File: config.mk
export PLATFORM = sky130hd
export DESIGN_NAME = flv_tag_to_annexb_adts
export DESIGN_NICKNAME = d
export VERILOG_FILES = /design/src/fatb_pkg.sv /design/src/fatb_front.sv /design/src/fatb_queue.sv /design/src/fatb_back.sv /design/src/flv_tag_to_annexb_adts.sv
export SDC_FILE = /design/constraint.sdc
export NUM_CORES = 1
export LEC_CHECK = 0
export BUFFER_PORTS_ARGS = -buffer_cell sky130_fd_sc_hd__buf_2
export CAP_MARGIN = 0
export CORE_MARGIN = 4
export CORE_UTILIZATION = 48
export DETAILED_ROUTE_END_ITERATION = 10
export GPL_ROUTABILITY_DRIVEN = 0
export MAX_ROUTING_LAYER = met4
export PLACE_DENSITY = 0.67
export SKIP_CTS_REPAIR_TIMING = 1
export SLEW_MARGIN = 0
export SYNTH_ARGS = -nofsm -noshare
export SYNTH_HDL_FRONTEND = slang
export SYNTH_HIERARCHICAL = 1
export SYNTH_SLANG_ARGS = --single-unit
File: constraint.sdc
create_clock -name clk -period 7.4 [get_ports clk]
set_clock_uncertainty 0.2 [all_clocks]
set_input_delay 0 -clock clk [delete_from_list [all_inputs] [get_ports clk]]
set_output_delay 0 -clock clk [all_outputs]
set_load 0.005 [all_outputs]
File: src/fatb_pkg.sv
// Package: shared types and constants of the FLV to Annex-B / ADTS framer.
`default_nettype none
package fatb_pkg;

  localparam int QueueDepth = 4;
  localparam int QueuePtrW  = $clog2(QueueDepth);

  localparam logic [1:0] KindVideo = 2'd0;
  localparam logic [1:0] KindAudio = 2'd1;

  localparam logic [1:0] CfgVideoDur = 2'd0;
  localparam logic [1:0] CfgAudioDur = 2'd1;

  localparam logic [7:0] KeyFrameTag = 8'h17;
  localparam logic [7:0] AdtsSync0   = 8'hFF;
  localparam logic [7:0] AdtsSync1   = 8'hF9;
  localparam logic [7:0] AdtsLast    = 8'hFC;
  localparam logic [4:0] AdtsFill    = 5'h1F;
  localparam logic [3:0] AacFormat   = 4'd10;

  typedef enum logic [1:0] {
    MODE_BYTE,
    MODE_SC3,
    MODE_SC4,
    MODE_ADTS
  } mode_t;

  // One emission job handed from the parser to the output side.
  typedef struct packed {
    mode_t       mode;
    logic [31:0] data;   // data byte in [7:0], or ADTS bytes 2..5
    logic        start;
    logic        pend;
    logic        param;
    logic        audio;
    logic        key;
    logic [31:0] pts;
    logic [31:0] dur;
  } cmd_t;

endpackage
`default_nettype wire

File: src/fatb_front.sv
// Front: parses message bytes and turns each one into at most one emission job.
`default_nettype none
module fatb_front (
  input  wire logic              clk,
  input  wire logic              rst,
  input  wire logic              acc,
  input  wire logic [1:0]        kind,
  input  wire logic [7:0]        data_byte,
  input  wire logic              first_byte,
  input  wire logic              last_byte,
  input  wire logic [23:0]       body_length,
  input  wire logic [31:0]       timestamp,
  input  wire logic              timestamp_absolute,
  input  wire logic              cfg_we,
  input  wire logic [1:0]        cfg_index,
  input  wire logic [15:0]       cfg_data,
  output logic                   push,
  output fatb_pkg::cmd_t         cmd
);

  typedef enum logic [3:0] {
    PH_IDLE, PH_BYTE1, PH_SEQ_HDR, PH_FRAME_HDR, PH_NAL_LEN, PH_NAL_DATA,
    PH_SET_LEN_HI, PH_SET_LEN_LO, PH_SET_DATA, PH_PPS_COUNT, PH_ACFG_HI,
    PH_ACFG_LO, PH_AUDIO_DATA, PH_DONE
  } phase_t;

  phase_t      phase, phase_next;
  logic [15:0] vdur_reg, adur_reg;
  logic [23:0] body_position, body_position_next, body_len, body_len_next;
  logic [1:0]  message_kind, message_kind_next;
  logic        key_flag, key_flag_next, aac_format, aac_format_next;
  logic [31:0] msg_ts, msg_ts_next;
  logic        msg_abs, msg_abs_next;
  logic [31:0] length_shift, length_shift_next;
  logic [2:0]  nal_cnt, nal_cnt_next;
  logic [31:0] bytes_rem, bytes_rem_next;
  logic        first_nal, first_nal_next;
  logic [4:0]  set_left, set_left_next;
  logic        set_pps, set_pps_next;
  logic [7:0]  cfg_hi, cfg_hi_next;
  logic [31:0] vtime, vtime_next, atime, atime_next, pdur, pdur_next;
  logic        vtime_ok, vtime_ok_next, atime_ok, atime_ok_next;
  logic [4:0]  aac_profile, aac_profile_next;
  logic [3:0]  aac_freq, aac_freq_next, aac_ch, aac_ch_next;
  logic        pkt_open, pkt_open_next, start_pend, start_pend_next;

  logic        end_m;
  logic [23:0] pos;
  logic [12:0] alen;
  logic [4:0]  prof_m1;
  fatb_pkg::mode_t c_mode;
  logic [31:0] c_data;
  logic        c_start, c_pend, c_param, c_push;

  always_comb begin
    phase_next = phase; body_position_next = body_position; body_len_next = body_len;
    message_kind_next = message_kind; key_flag_next = key_flag;
    aac_format_next = aac_format; msg_ts_next = msg_ts; msg_abs_next = msg_abs;
    length_shift_next = length_shift; nal_cnt_next = nal_cnt;
    bytes_rem_next = bytes_rem; first_nal_next = first_nal;
    set_left_next = set_left; set_pps_next = set_pps; cfg_hi_next = cfg_hi;
    vtime_next = vtime; atime_next = atime; pdur_next = pdur;
    vtime_ok_next = vtime_ok; atime_ok_next = atime_ok;
    aac_profile_next = aac_profile; aac_freq_next = aac_freq; aac_ch_next = aac_ch;
    pkt_open_next = pkt_open; start_pend_next = start_pend;
    c_push = 1'b0; c_mode = fatb_pkg::MODE_BYTE; c_data = 32'd0;
    c_start = 1'b0; c_pend = 1'b0; c_param = 1'b0;
    end_m = 1'b0;
    pos = body_position + 24'd1;
    alen = body_len[12:0] + 13'd5;
    prof_m1 = aac_profile - 5'd1;
    if (acc && first_byte) begin
      pkt_open_next = 1'b0;
      start_pend_next = 1'b0;
      body_len_next = body_length;
      msg_ts_next = timestamp;
      msg_abs_next = timestamp_absolute;
      message_kind_next = kind;
      body_position_next = 24'd0;
      phase_next = (!kind[1] && body_length != 24'd0) ? PH_BYTE1 : PH_IDLE;
      if (!kind[1] && body_length != 24'd0) begin
        key_flag_next = (data_byte == fatb_pkg::KeyFrameTag);
        aac_format_next = (data_byte[7:4] == fatb_pkg::AacFormat);
      end
      if (last_byte || body_length <= 24'd1) phase_next = PH_IDLE;
    end else if (acc && phase != PH_IDLE) begin
      body_position_next = pos;
      end_m = last_byte || ({1'b0, pos} + 25'd1 >= {1'b0, body_len});
      case (phase)
        PH_BYTE1: begin
          if (message_kind == fatb_pkg::KindVideo) begin
            if (key_flag && data_byte == 8'd0) begin
              phase_next = PH_SEQ_HDR;
            end else begin
              pdur_next = {16'd0, vdur_reg};
              if (!vtime_ok) begin
                vtime_next = msg_ts; vtime_ok_next = 1'b1;
              end else if (msg_abs) begin
                vtime_next = msg_ts;
              end else begin
                pdur_next = msg_ts; vtime_next = vtime + msg_ts;
              end
              phase_next = PH_FRAME_HDR;
            end
          end else if (data_byte == 8'd0) begin
            phase_next = aac_format ? PH_ACFG_HI : PH_DONE;
          end else begin
            pdur_next = {16'd0, adur_reg};
            if (!atime_ok) begin
              atime_next = msg_ts; atime_ok_next = 1'b1;
            end else if (msg_abs) begin
              atime_next = msg_ts;
            end else begin
              pdur_next = msg_ts; atime_next = atime + msg_ts;
            end
            pkt_open_next = 1'b1;
            c_push = 1'b1; c_mode = fatb_pkg::MODE_ADTS; c_start = 1'b1;
            start_pend_next = 1'b0;
            c_data = {prof_m1[1:0], aac_freq, 1'b0, aac_ch[2],
                      aac_ch[1:0], 4'd0, alen[12:11],
                      alen[10:3],
                      alen[2:0], fatb_pkg::AdtsFill};
            phase_next = PH_AUDIO_DATA;
          end
        end
        PH_SEQ_HDR: begin
          if (pos == 24'd10) begin
            set_left_next = data_byte[4:0];
            set_pps_next = 1'b0;
            first_nal_next = 1'b1;
            phase_next = (data_byte[4:0] != 5'd0) ? PH_SET_LEN_HI : PH_PPS_COUNT;
          end
        end
        PH_PPS_COUNT: begin
          set_left_next = data_byte[4:0];
          set_pps_next = 1'b1;
          first_nal_next = 1'b1;
          phase_next = (data_byte[4:0] != 5'd0) ? PH_SET_LEN_HI : PH_DONE;
        end
        PH_SET_LEN_HI: begin
          cfg_hi_next = data_byte;
          phase_next = PH_SET_LEN_LO;
        end
        PH_SET_LEN_LO, PH_SET_DATA: begin
          if (phase == PH_SET_LEN_LO) begin
            bytes_rem_next = {16'd0, cfg_hi, data_byte};
            if (first_nal) begin
              pkt_open_next = 1'b1;
              c_push = 1'b1; c_mode = fatb_pkg::MODE_SC4; c_param = 1'b1;
              c_start = 1'b1; start_pend_next = 1'b0;
            end
          end else begin
            if (first_nal) begin
              c_push = 1'b1; c_mode = fatb_pkg::MODE_BYTE; c_param = 1'b1;
              c_data = {24'd0, data_byte};
              c_start = start_pend; start_pend_next = 1'b0;
            end
            bytes_rem_next = bytes_rem - 32'd1;
          end
          if (bytes_rem_next == 32'd0) begin
            // this set is finished: only the first of each list is sent
            if (first_nal) begin
              if (pkt_open_next && c_push) c_pend = 1'b1;
              pkt_open_next = 1'b0;
              start_pend_next = 1'b0;
            end
            first_nal_next = 1'b0;
            set_left_next = set_left - 5'd1;
            if (set_left_next != 5'd0) phase_next = PH_SET_LEN_HI;
            else phase_next = set_pps ? PH_DONE : PH_PPS_COUNT;
          end else if (phase == PH_SET_LEN_LO) begin
            phase_next = PH_SET_DATA;
          end
        end
        PH_FRAME_HDR: begin
          if (pos == 24'd4) begin
            phase_next = PH_NAL_LEN;
            length_shift_next = 32'd0;
            nal_cnt_next = 3'd0;
            first_nal_next = 1'b1;
          end
        end
        PH_NAL_LEN: begin
          length_shift_next = {length_shift[23:0], data_byte};
          nal_cnt_next = nal_cnt + 3'd1;
          if (nal_cnt_next >= 3'd4 || end_m) begin
            c_push = 1'b1;
            c_mode = first_nal ? fatb_pkg::MODE_SC4 : fatb_pkg::MODE_SC3;
            c_start = first_nal | start_pend;
            if (first_nal) pkt_open_next = 1'b1;
            start_pend_next = 1'b0;
            first_nal_next = 1'b0;
            bytes_rem_next = length_shift_next;
            length_shift_next = 32'd0;
            nal_cnt_next = 3'd0;
            if (bytes_rem_next != 32'd0) phase_next = PH_NAL_DATA;
          end
        end
        PH_NAL_DATA: begin
          c_push = 1'b1; c_data = {24'd0, data_byte};
          c_start = start_pend; start_pend_next = 1'b0;
          bytes_rem_next = bytes_rem - 32'd1;
          if (bytes_rem_next == 32'd0) phase_next = PH_NAL_LEN;
        end
        PH_ACFG_HI: begin
          cfg_hi_next = data_byte;
          phase_next = PH_ACFG_LO;
        end
        PH_ACFG_LO: begin
          aac_profile_next = cfg_hi[7:3];
          aac_freq_next = {cfg_hi[2:0], data_byte[7]};
          aac_ch_next = data_byte[6:3];
          phase_next = PH_DONE;
        end
        PH_AUDIO_DATA: begin
          c_push = 1'b1; c_data = {24'd0, data_byte};
          c_start = start_pend; start_pend_next = 1'b0;
        end
        default: begin
        end
      endcase
      if (end_m) begin
        if (pkt_open_next && c_push) c_pend = 1'b1;
        pkt_open_next = 1'b0;
        start_pend_next = 1'b0;
        phase_next = PH_IDLE;
      end
    end
  end

  always_comb begin
    push = c_push;
    cmd.mode = c_mode;
    cmd.data = c_data;
    cmd.start = c_start;
    cmd.pend = c_pend;
    cmd.param = c_param;
    cmd.audio = (message_kind_next == fatb_pkg::KindAudio);
    cmd.key = (message_kind_next != fatb_pkg::KindAudio) && key_flag_next;
    cmd.pts = c_param ? 32'd0 :
              ((message_kind_next == fatb_pkg::KindAudio) ? atime_next : vtime_next);
    cmd.dur = c_param ? 32'd0 : pdur_next;
  end

  always_ff @(posedge clk) begin
    if (rst) begin
      phase <= PH_IDLE; vdur_reg <= 16'd0; adur_reg <= 16'd0;
      body_position <= 24'd0; body_len <= 24'd0; message_kind <= 2'd0;
      key_flag <= 1'b0; aac_format <= 1'b0; msg_ts <= 32'd0; msg_abs <= 1'b0;
      length_shift <= 32'd0; nal_cnt <= 3'd0; bytes_rem <= 32'd0;
      first_nal <= 1'b1; set_left <= 5'd0; set_pps <= 1'b0; cfg_hi <= 8'd0;
      vtime <= 32'd0; atime <= 32'd0; pdur <= 32'd0;
      vtime_ok <= 1'b0; atime_ok <= 1'b0;
      aac_profile <= 5'd0; aac_freq <= 4'd0; aac_ch <= 4'd0;
      pkt_open <= 1'b0; start_pend <= 1'b0;
    end else begin
      if (cfg_we && cfg_index == fatb_pkg::CfgVideoDur) vdur_reg <= cfg_data;
      if (cfg_we && cfg_index == fatb_pkg::CfgAudioDur) adur_reg <= cfg_data;
      phase <= phase_next; body_position <= body_position_next;
      body_len <= body_len_next; message_kind <= message_kind_next;
      key_flag <= key_flag_next; aac_format <= aac_format_next;
      msg_ts <= msg_ts_next; msg_abs <= msg_abs_next;
      length_shift <= length_shift_next; nal_cnt <= nal_cnt_next;
      bytes_rem <= bytes_rem_next; first_nal <= first_nal_next;
      set_left <= set_left_next; set_pps <= set_pps_next; cfg_hi <= cfg_hi_next;
      vtime <= vtime_next; atime <= atime_next; pdur <= pdur_next;
      vtime_ok <= vtime_ok_next; atime_ok <= atime_ok_next;
      aac_profile <= aac_profile_next; aac_freq <= aac_freq_next;
      aac_ch <= aac_ch_next; pkt_open <= pkt_open_next; start_pend <= start_pend_next;
    end
  end

endmodule
`default_nettype wire

File: src/fatb_queue.sv
// Queue: short job FIFO between the parser and the output side.
`default_nettype none
module fatb_queue (
  input  wire logic           clk,
  input  wire logic           rst,
  input  wire logic           push,
  input  fatb_pkg::cmd_t      din,
  input  wire logic           pop,
  output fatb_pkg::cmd_t      dout,
  output logic                full,
  output logic                empty
);

  fatb_pkg::cmd_t mem [fatb_pkg::QueueDepth];
  logic [fatb_pkg::QueuePtrW-1:0] wptr, rptr;
  logic [fatb_pkg::QueuePtrW:0]   count;

  assign full  = (count == (fatb_pkg::QueuePtrW+1)'(fatb_pkg::QueueDepth));
  assign empty = (count == '0);
  assign dout  = mem[rptr];

  always_ff @(posedge clk) begin
    if (push) mem[wptr] <= din;
  end

  always_ff @(posedge clk) begin
    if (rst) begin
      wptr <= '0; rptr <= '0; count <= '0;
    end else begin
      if (push) wptr <= wptr + 1'b1;
      if (pop) rptr <= rptr + 1'b1;
      case ({push, pop})
        2'b10: count <= count + 1'b1;
        2'b01: count <= count - 1'b1;
        default: count <= count;
      endcase
    end
  end

`ifndef SYNTHESIS
  a_count_bound: assert property (@(posedge clk) disable iff (rst)
    count <= (fatb_pkg::QueuePtrW+1)'(fatb_pkg::QueueDepth))
    else $error("queue count out of range");
  a_no_overflow: assert property (@(posedge clk) disable iff (rst) !(push && full))
    else $error("push into full queue");
  a_no_underflow: assert property (@(posedge clk) disable iff (rst) !(pop && empty))
    else $error("pop from empty queue");
`endif

endmodule
`default_nettype wire

File: src/fatb_back.sv
// Back: expands jobs into output bytes through a registered output stage.
`default_nettype none
module fatb_back (
  input  wire logic          clk,
  input  wire logic          rst,
  input  fatb_pkg::cmd_t     cmd,
  input  wire logic          empty,
  output logic               pop,
  output logic               valid,
  input  wire logic          stall,
  output logic [7:0]         out_byte,
  output logic               out_stream,
  output logic               packet_start,
  output logic               packet_end,
  output logic               is_param_set,
  output logic               keyframe,
  output logic [31:0]        pts,
  output logic [31:0]        duration,
  output logic               run_last
);

  logic [2:0] idx;
  logic [2:0] last_idx;
  logic [7:0] sel;
  logic       adv, take, at_last;

  always_comb begin
    case (cmd.mode)
      fatb_pkg::MODE_SC3:  last_idx = 3'd2;
      fatb_pkg::MODE_SC4:  last_idx = 3'd3;
      fatb_pkg::MODE_ADTS: last_idx = 3'd6;
      default:             last_idx = 3'd0;
    endcase
    at_last = (idx == last_idx);
    case (cmd.mode)
      fatb_pkg::MODE_SC3, fatb_pkg::MODE_SC4: sel = at_last ? 8'd1 : 8'd0;
      fatb_pkg::MODE_ADTS: begin
        case (idx)
          3'd0: sel = fatb_pkg::AdtsSync0;
          3'd1: sel = fatb_pkg::AdtsSync1;
          3'd2: sel = cmd.data[31:24];
          3'd3: sel = cmd.data[23:16];
          3'd4: sel = cmd.data[15:8];
          3'd5: sel = cmd.data[7:0];
          default: sel = fatb_pkg::AdtsLast;
        endcase
      end
      default: sel = cmd.data[7:0];
    endcase
  end

  assign adv  = !valid || !stall;
  assign take = adv && !empty;
  assign pop  = take && at_last;

  always_ff @(posedge clk) begin
    if (rst) begin
      valid <= 1'b0;
      idx <= 3'd0;
    end else if (adv) begin
      valid <= !empty;
      if (take) idx <= at_last ? 3'd0 : idx + 3'd1;
    end
  end

  always_ff @(posedge clk) begin
    if (take) begin
      out_byte <= sel;
      out_stream <= cmd.audio;
      packet_start <= cmd.start && (idx == 3'd0);
      packet_end <= cmd.pend && at_last;
      is_param_set <= cmd.param;
      keyframe <= cmd.key;
      pts <= cmd.pts;
      duration <= cmd.dur;
      run_last <= at_last;
    end
  end

endmodule
`default_nettype wire

File: src/flv_tag_to_annexb_adts.sv
// Top level: FLV media body to H.264 Annex-B and AAC ADTS byte stream framer.
`default_nettype none
// Takes one message body byte per cycle while in_stall is low and emits elementary stream bytes.
// Plain body bytes pass at one per cycle while out_stall is low; an input that turns into a start
// code (3 or 4 bytes) or an ADTS header (7 bytes) occupies the output side until
// all of its bytes are out, and a 4-entry job queue between parser and output stage
// absorbs the burst, so input stalls only when the queue fills. Configuration
// writes are always accepted (cfg_ready is tied high).
module flv_tag_to_annexb_adts (
  input  wire logic        clk,
  input  wire logic        rst,
  input  wire logic        in_valid,
  output logic             in_stall,
  input  wire logic [1:0]  kind,
  input  wire logic [7:0]  data_byte,
  input  wire logic        first_byte,
  input  wire logic        last_byte,
  input  wire logic [23:0] body_length,
  input  wire logic [31:0] timestamp,
  input  wire logic        timestamp_absolute,
  input  wire logic        cfg_valid,
  output logic             cfg_ready,
  input  wire logic [1:0]  cfg_index,
  input  wire logic [15:0] cfg_data,
  output logic             out_valid,
  input  wire logic        out_stall,
  output logic [7:0]       out_byte,
  output logic             out_stream,
  output logic             packet_start,
  output logic             packet_end,
  output logic             is_param_set,
  output logic             keyframe,
  output logic [31:0]      pts,
  output logic [31:0]      duration,
  output logic             run_last
);

  fatb_pkg::cmd_t push_cmd, head_cmd;
  logic push, pop, full, empty, acc;

  assign cfg_ready = 1'b1;
  assign in_stall  = full;
  assign acc       = in_valid && !in_stall;

  fatb_front u_front (
    .clk, .rst, .acc, .kind, .data_byte, .first_byte, .last_byte, .body_length,
    .timestamp, .timestamp_absolute,
    .cfg_we(cfg_valid && cfg_ready), .cfg_index, .cfg_data,
    .push, .cmd(push_cmd)
  );

  fatb_queue u_queue (
    .clk, .rst, .push, .din(push_cmd), .pop, .dout(head_cmd), .full, .empty
  );

  fatb_back u_back (
    .clk, .rst, .cmd(head_cmd), .empty, .pop, .valid(out_valid), .stall(out_stall),
    .out_byte, .out_stream, .packet_start, .packet_end, .is_param_set, .keyframe,
    .pts, .duration, .run_last
  );

endmodule
`default_nettype wire

* Yosys cells after proc, flatten, opt, wreduce, memory -nomap -nowiden
Memory sizes are Yosys's and may differ from the RTL's. A register that Yosys moved wholly into a read port is not among the register bits.
Cells that the tools add are included.
** Word-level totals
- Flip-flop bits (word level) :: 393
- Latch bits :: 0
- Memory bits (writable) :: 412
- Memory bits (read-only) :: 0
- Bits of input ports :: 92
- Logic and storage cells :: 319
- Memories kept :: 1
** Memories
- u_queue.mem :: depth 4, width 103, read ports 1, clocked after Yosys merged registers in 1, write ports 1, line fatb_queue.sv:14 : fatb_pkg::cmd_t mem [fatb_pkg::QueueDepth];
** Operators by class
- $add $sub $neg :: 14
- $mul :: 0
- Div/mod/pow operators :: 0
- Magnitude comparators :: 3
- Equal/unequal tests :: 44
- Shift-type cells :: 0
- Muxes and demuxes :: 149
- Bitwise operators :: 5
- Reductions and logical operators :: 62
** Operators with widths (number)
- two-way mux 32 bit :: 37
- case mux 32 bit (3 select lines) :: 2
- adder 32 bit :: 2
- logical NOT 32 bit :: 2
- two-way mux 4 bit :: 16
- two-way mux 1 bit :: 58
- two-way mux 24 bit :: 2
- case mux 24 bit (2 select lines) :: 1
- case mux 8 bit (6 select lines) :: 1
- case mux 4 bit (10 select lines) :: 1
- nonzero test 32 bit :: 1
- subtractor 32 x 1 -> 32 bit, second input constant :: 1
- adder 24 x 1 -> 25 bit, second input constant :: 1
- >= comparator 25 x 24 -> 1 bit :: 1
- adder 24 x 1 -> 24 bit, second input constant :: 1
- equality test 24 x 3 -> 1 bit, second input constant :: 1
- equality test 24 x 4 -> 1 bit, second input constant :: 1
- equality test 4 bit, second input constant :: 6
- less-or-equal comparator 24 x 1 -> 1 bit, second input constant :: 1
- nonzero test 24 bit :: 1
- two-way mux 2 bit :: 11
- != test 4 x 1 -> 1 bit, second input constant :: 5
- AND reduction 5 bit :: 4
- nonzero test 5 bit :: 4
- 51 further kinds :: 116

* Longest topological paths before layout
- Depth after elaboration :: 16
- Mapped depth :: 30
- Mapped depth without buffers :: 28

* By module
Netlist, hierarchy kept.
** Modules (own cells, without submodules)
- fatb_front :: instances 1, cells each 2820, area an instance 20513.4 sq um
- fatb_queue :: instances 1, cells each 585, area an instance 15371.0 sq um
- fatb_back :: instances 1, cells each 158, area an instance 3021.6 sq um
- flv_tag_to_annexb_adts :: instances 1, cells each 3, area an instance 25.0 sq um

* Worst setup path after synthesis
OpenSTA, ideal clock, no wires.
- Path type :: register -> register
- From :: register u_front.body_position[1]
- To :: memory u_queue/mem[0][0] in the netlist's numbering (enable)
- Setup time :: 0.473 ns
- Arrival :: 6.889 ns
- Data required time :: 6.727 ns
- Setup slack :: -0.162 ns
- Cell stages (with the launch flop) :: 22
- Buffers on the path :: 2
- Clock period less this slack :: 7.562 ns
- Cell sequence :: dfxtp_1 ha_1 and4_1 buf_2 or3_1 a31o_2 or4b_2 nor3_1 xnor2_1 ha_1 nand4_1 nor2_1 o2111ai_1 a31o_2 a21oi_1 o221ai_1 nand2_1 or2_1 buf_4 o21ai_0 a21oi_1 and2_1
** Between the ends
- Cells in the longest elaborated chain, start to end :: 13
** Ends and longest elaborated chain
- start, declared :: line fatb_front.sv:29 : logic [23:0] body_position, body_position_next, body_len, body_len_next;
- start signal, assigned :: line fatb_front.sv:259 : phase <= phase_next; body_position <= body_position_next;
- adder 24 x 1 -> 24 bit :: line fatb_front.sv:69 : pos = body_position + 24'd1;
- adder 24 x 1 -> 25 bit :: line fatb_front.sv:88 : end_m = last_byte || ({1'b0, pos} + 25'd1 >= {1'b0, body_len});
- >= comparator 25 x 24 -> 1 bit :: line fatb_front.sv:88
- logical OR 1 bit :: line fatb_front.sv:88
- logical OR 1 bit :: line fatb_front.sv:186 : if (nal_cnt_next >= 3'd4 || end_m) begin
- two-way mux 1 bit :: line fatb_front.sv:186
- case mux 1 bit (4 select lines) :: line fatb_front.sv:89 : case (phase)
- two-way mux 1 bit :: line fatb_front.sv:86 : end else if (acc && phase != PH_IDLE) begin
- two-way mux 1 bit :: line fatb_front.sv:72 : if (acc && first_byte) begin
- two-way mux 1 bit :: line fatb_front.sv:86
- two-way mux 1 bit :: line fatb_front.sv:72
- named net push :: line flv_tag_to_annexb_adts.sv:39 : logic push, pop, full, empty, acc;
- two-way mux 1 bit :: line fatb_queue.sv:23 : if (push) mem[wptr] <= din;
- two-way mux 1 bit (not written as such) :: line fatb_queue.sv:23
- end, declared :: line fatb_queue.sv:14
The timed path passes the listed nets, and every way through them passes these cells. The select of a mux whose other input is x is not followed.

* Worst setup path in the final report
- From :: register u_front.body_position[0]
- To :: register u_queue/count[2] in the netlist's numbering
** Between the ends
- Cells in the longest elaborated chain, start to end :: 13
** Ends and longest elaborated chain
- adder 24 x 1 -> 24 bit (*) :: line fatb_front.sv:69
- adder 24 x 1 -> 25 bit (*) :: line fatb_front.sv:88
- >= comparator 25 x 24 -> 1 bit (*) :: line fatb_front.sv:88
- logical OR 1 bit (*) :: line fatb_front.sv:88
- logical OR 1 bit (*) :: line fatb_front.sv:186
- two-way mux 1 bit (*) :: line fatb_front.sv:186
- case mux 1 bit (4 select lines) (*) :: line fatb_front.sv:89
- two-way mux 1 bit (*) :: line fatb_front.sv:86
- two-way mux 1 bit (*) :: line fatb_front.sv:72
- two-way mux 1 bit (*) :: line fatb_front.sv:86
- two-way mux 1 bit (*) :: line fatb_front.sv:72
- named net push :: line flv_tag_to_annexb_adts.sv:39
- equality test 2 x 1 -> 1 bit or equality test 2 bit (tied branches) :: line fatb_queue.sv:32 : case ({push, pop})
- case mux 3 bit (2 select lines) or nonzero test 2 bit (tied branches)
- end signal, assigned :: line fatb_queue.sv:33 : 2'b10: count <= count + 1'b1;
- end signal, assigned :: line fatb_queue.sv:34 : 2'b01: count <= count - 1'b1;
- end signal, assigned :: line fatb_queue.sv:35 : default: count <= count;
- end, declared :: line fatb_queue.sv:16 : logic [fatb_pkg::QueuePtrW:0] count;
Mark *: on every way through the listed nets, which the timed path passes. The rest lies on a longest branch. The select of a mux whose other input is x is not followed.
A chain may end at the register's enable or synchronous reset.

==> metrics.md <==
| Metric | Value |
|---|---|
| Overall routing resource usage | `approximately a quarter` |
| Number of placed I/O pins | `about 170` |
| Data arrival at the endpoint of the critical path | `7240 ps` |
| Post-synthesis compound-gate area fraction | `12.9%` |
| Share of synthesized flip-flops with an asynchronous set or reset | `0%` |
| Setup Total Neg Slack | `0 ps` |
| Endpoint type of the worst setup path | `register` |
| Sw Share | `24.3%` |
| Maximum net fanout on the critical path | `14` |
| Static leakage power | `0.0158 uW` |
| Power share of the sequential group | `47.7%` |
| Number of DRC markers in iteration 0 | `3435` |
| Number of buffers added by the clock tree synthesis step | `84` |
| Failing checks | `hold timing` |
| Switching pwr | `around 2500 uW` |
| Post-synthesis mux area share | `6.91%` |
| Count of maximum capacitance violations | `0` |
| Area share of xor/xnor cells in the synthesized design | `3.31%` |
| Share of the yosys chip area belonging to registers | `between 50 and 60%` |
| Via count of the first global-routing pass | `about 27000` |
| Number of flops mapped to enable cells by yosys | `490` |
| Antenna violations before repair | `7` |
| Transition time of the tightest slew-check pin | `1090 ps` |
| DRC violations left | `0` |
| First-pass GRT wire length | `156000 um` |
| Proportion of layout cells with a drive suffix above 1 | `between 10% and 20%` |
| Worst reg2reg path depth | `25` |
| Worst hold path stage count | `4` |
| Finish-stage setup viols | `0` |
| Per-instance average area after synthesis | `~11 sq um` |
| Fin. max-slew vios | `0` |
| Critical path startpoint category | `register` |
| Worst min-delay path category | `in2reg` |
| Number of fillers in the final layout | `about 6700` |
| Area growth from synthesis to layout | `16.2%` |
| Post-synthesis sequential element count | `around 810` |
| Routed WL | `roughly 100000 um` |
| Setup repair after global routing missed its margin | `no` |
| Maximum ir drop on the vdd rail | `0.171 mV` |
| Endpoint required time on the critical path | `7770 ps` |
| Net count, final | `4035` |
| Core Area | `80400 sq um` |
| Number of flip-flops in the largest register | `412` |
| Leading cell type in the layout, fill and taps excluded | `edfxtp_1` |
| Vertical die dimension | `between 200 and 300 um` |
| Width of the die | `just under 300 um` |
| Total congestion overflow | `0` |
| Area of the multi-input gates | `16500 sq um` |
| Areal power density over the cells | `approximately 230 nW/um^2` |
| Site row count | `104` |
| Register containing the most flip-flops in the final layout | `u_queue/mem` |
| Final period demand of the worst path | `6870 ps` |
| Via-per-instance ratio | `between 5 and 6` |
| Combinational group share of total power | `a little over a tenth` |
| Slowest CP cell | `or4b_2` |
| Clk slew on worst S/H paths | `roughly 70 ps` |
| Most frequent cell on the critical path | `ha_1` |
| Sequential Area | `approximately 21000 sq um` |
| Highest attainable clock frequency | `0.145 GHz` |
| Delay of the slowest cell on the worst path | `710 ps` |
| Fraction of the cycle the final worst path needs | `92.9%` |
| Residual antenna-violating net count after detailed routing | `0` |
| Clock network latency to the later pin of the worst-skew pair | `~650 ps` |
| Synthesized area | `38900 sq um` |
| Int Pwr | `7840 uW` |
| Kind of critical path | `reg2reg` |
| Dominant synthesized flop cell | `edfxtp_1` |
| Hold slack | `-12.0 ps` |
| Main combinational cell family by area after synthesis | `simple AND/OR/NAND/NOR gates` |
| Yosys warnings | `6` |
| Count of buffers from port buffering | `171` |
| Top library cells by usage in the layout, fill and taps aside | `edfxtp_1, nand2_1, nor2_1` |
| Area share of fa/ha/maj cells after synthesis | `roughly 3.7%` |
| Clock power frac | `41.9%` |
| Effective utilization at floorplan | `48.4%` |
| Detailed placer's ending HPWL | `68100 um` |
| Pin count of the biggest net entering global routing | `170` |
| Via Count | `29300` |
| Slew headroom | `26.7%` |
| Pre-antenna DRT Iters | `6` |
| Run status | `finished, violations left` |
| Cell at the root of the clock tree | `clkbuf_16` |
| Maximum root-to-sink buffer count | `3` |
| Minimum setup slack in the final design | `526 ps` |
| Share of synthesized cell area in and, or, nand and nor gates | `15.3%` |
| Die footprint | `between 80000 and 90000 sq um` |
| Routed length per instance | `21.1 um` |
| TritonCTS clock tree | `yes` |
| Final Hold Viols | `8` |
| H-tree lvl count | `3` |
| Pre-CTS worst setup slack | `704 ps` |
| Cell count after synthesis | `~3600` |
| Number of clock sinks | `just over 800` |
| Number of distinct library cells after synthesis | `~120` |
==> worst max-delay path: cells and delay by family, from the launching register on <==
kind / cells / cell delay [ps]
xor gates and xnor gates: 2 / 310
DFF: 1 / 420
AOI/OAI and AO/OA: 8 / 1620
buffers and inverters: 3 / 330
and+or+nand+nor: 8 / 2620
adders and majority gates: 4 / 1270
==> routing by layer <==
layer  GRT usage [%]  share of wire (%)  up-vias
met5               -                  0        -
met4            4.99                2.4        0
met3            3.77                7.1      198
met2            35.2                 46     1208
met1            34.2                 45    14200
li1                -                  -    13700
==> logic make-up (layout without fill, tap and decap cells) <==
kind of cell | Yosys count | count (layout)
xor gates and xnor gates | 147 | 147
other | 2 | 13
and+or+nand+nor | 1293 | 1293
adders and majority gates | 112 | 112
AOI/OAI and AO/OA | 766 | 766
buffers and inverters | 300 | 632
muxes | 139 | 139
DFF | 807 | 807
==> final timing paths <==
check                        endpoint                startpoint  slack [ps]
setup / recovery     u_queue/count[2]  u_front/body_position[0]         530
hold / removal     u_front/msg_ts[21]             timestamp[21]         -10
setup reg to reg     u_queue/count[2]  u_front/body_position[0]         530
hold reg to reg   u_front/vdur_reg[0]       u_front/vdur_reg[0]         250
==> power by group through the flow <==
stage | clock network, uW | registers [uW] | logic [uW]
6_report | 4330 | 4940 | 1080
5_1_grt | 4620 | 4950 | 1180
4_1_cts | 4410 | 4940 | 999
3_5_place_dp | 0 | 5030 | 994
3_3_place_gp | 0 | 5030 | 988
2_1_floorplan | 0 | 5010 | 720
==> synthesized netlist by cell type (8+ instances only) <==
master / count / share of area (%)
or3_1: 26 / 0.42
buf_12: 8 / 0.41
and4_1: 8 / 0.18
o21bai_1: 8 / 0.15
buf_4: 22 / 0.42
buf_1: 16 / 0.15
a22o_1: 12 / 0.27
nor2b_1: 16 / 0.26
mux4_2: 103 / 6.0
nor2_1: 413 / 4.0
nand2b_1: 33 / 0.53
or2_2: 8 / 0.13
buf_6: 9 / 0.26
inv_1: 65 / 0.63
o22ai_1: 12 / 0.19
a32o_1: 8 / 0.21
a21o_1: 36 / 0.69
nor4_1: 29 / 0.47
nor3_1: 73 / 0.94
xor2_1: 50 / 1.1
a31oi_1: 21 / 0.34
a22oi_1: 53 / 1.0
buf_2: 34 / 0.44
a211oi_1: 45 / 0.87
dfxtp_1: 317 / 16
o21a_1: 25 / 0.48
nand2_1: 453 / 4.4
o311ai_0: 21 / 0.47
mux2i_1: 29 / 0.75
clkbuf_1: 140 / 1.3
and3_1: 18 / 0.29
o31ai_1: 13 / 0.25
a21boi_0: 8 / 0.15
nand3_1: 84 / 1.1
o21ai_0: 130 / 1.7
a211o_1: 8 / 0.18
nand4_1: 34 / 0.55
a221oi_1: 11 / 0.25
a21oi_1: 242 / 3.1
xnor2_1: 97 / 2.2
and2_1: 28 / 0.45
ha_1: 109 / 3.5
edfxtp_1: 490 / 38
o211ai_1: 35 / 0.67
==> layout make-up <==
class                      instances  area share [%]
sequential                       807            46.6
multi-input combinational       2463            36.4
timing repair buffer             408            7.15
clock buffer                     102            4.93
tap                             1060            2.93
clock inverter                    55            1.37
inverter                          67           0.559
antenna                            7          0.0387
==> per-stage QoR <==
stage                     area, sq um  std cells  power, uW  hold WS, ps  utilization [%]
after floorplan                 39000       3570       5730         -131                -
after global placement          40600       4629       6020         44.1             50.5
after detailed placement        40600       4629       6030         50.4             50.5
after CTS                       43500       4786      10300         -631             54.0
after global routing            45200       4969      10700        -1.98             56.2
final                           45200       4969      10400        -12.0             56.2
(Power assumes the default switching activity.)
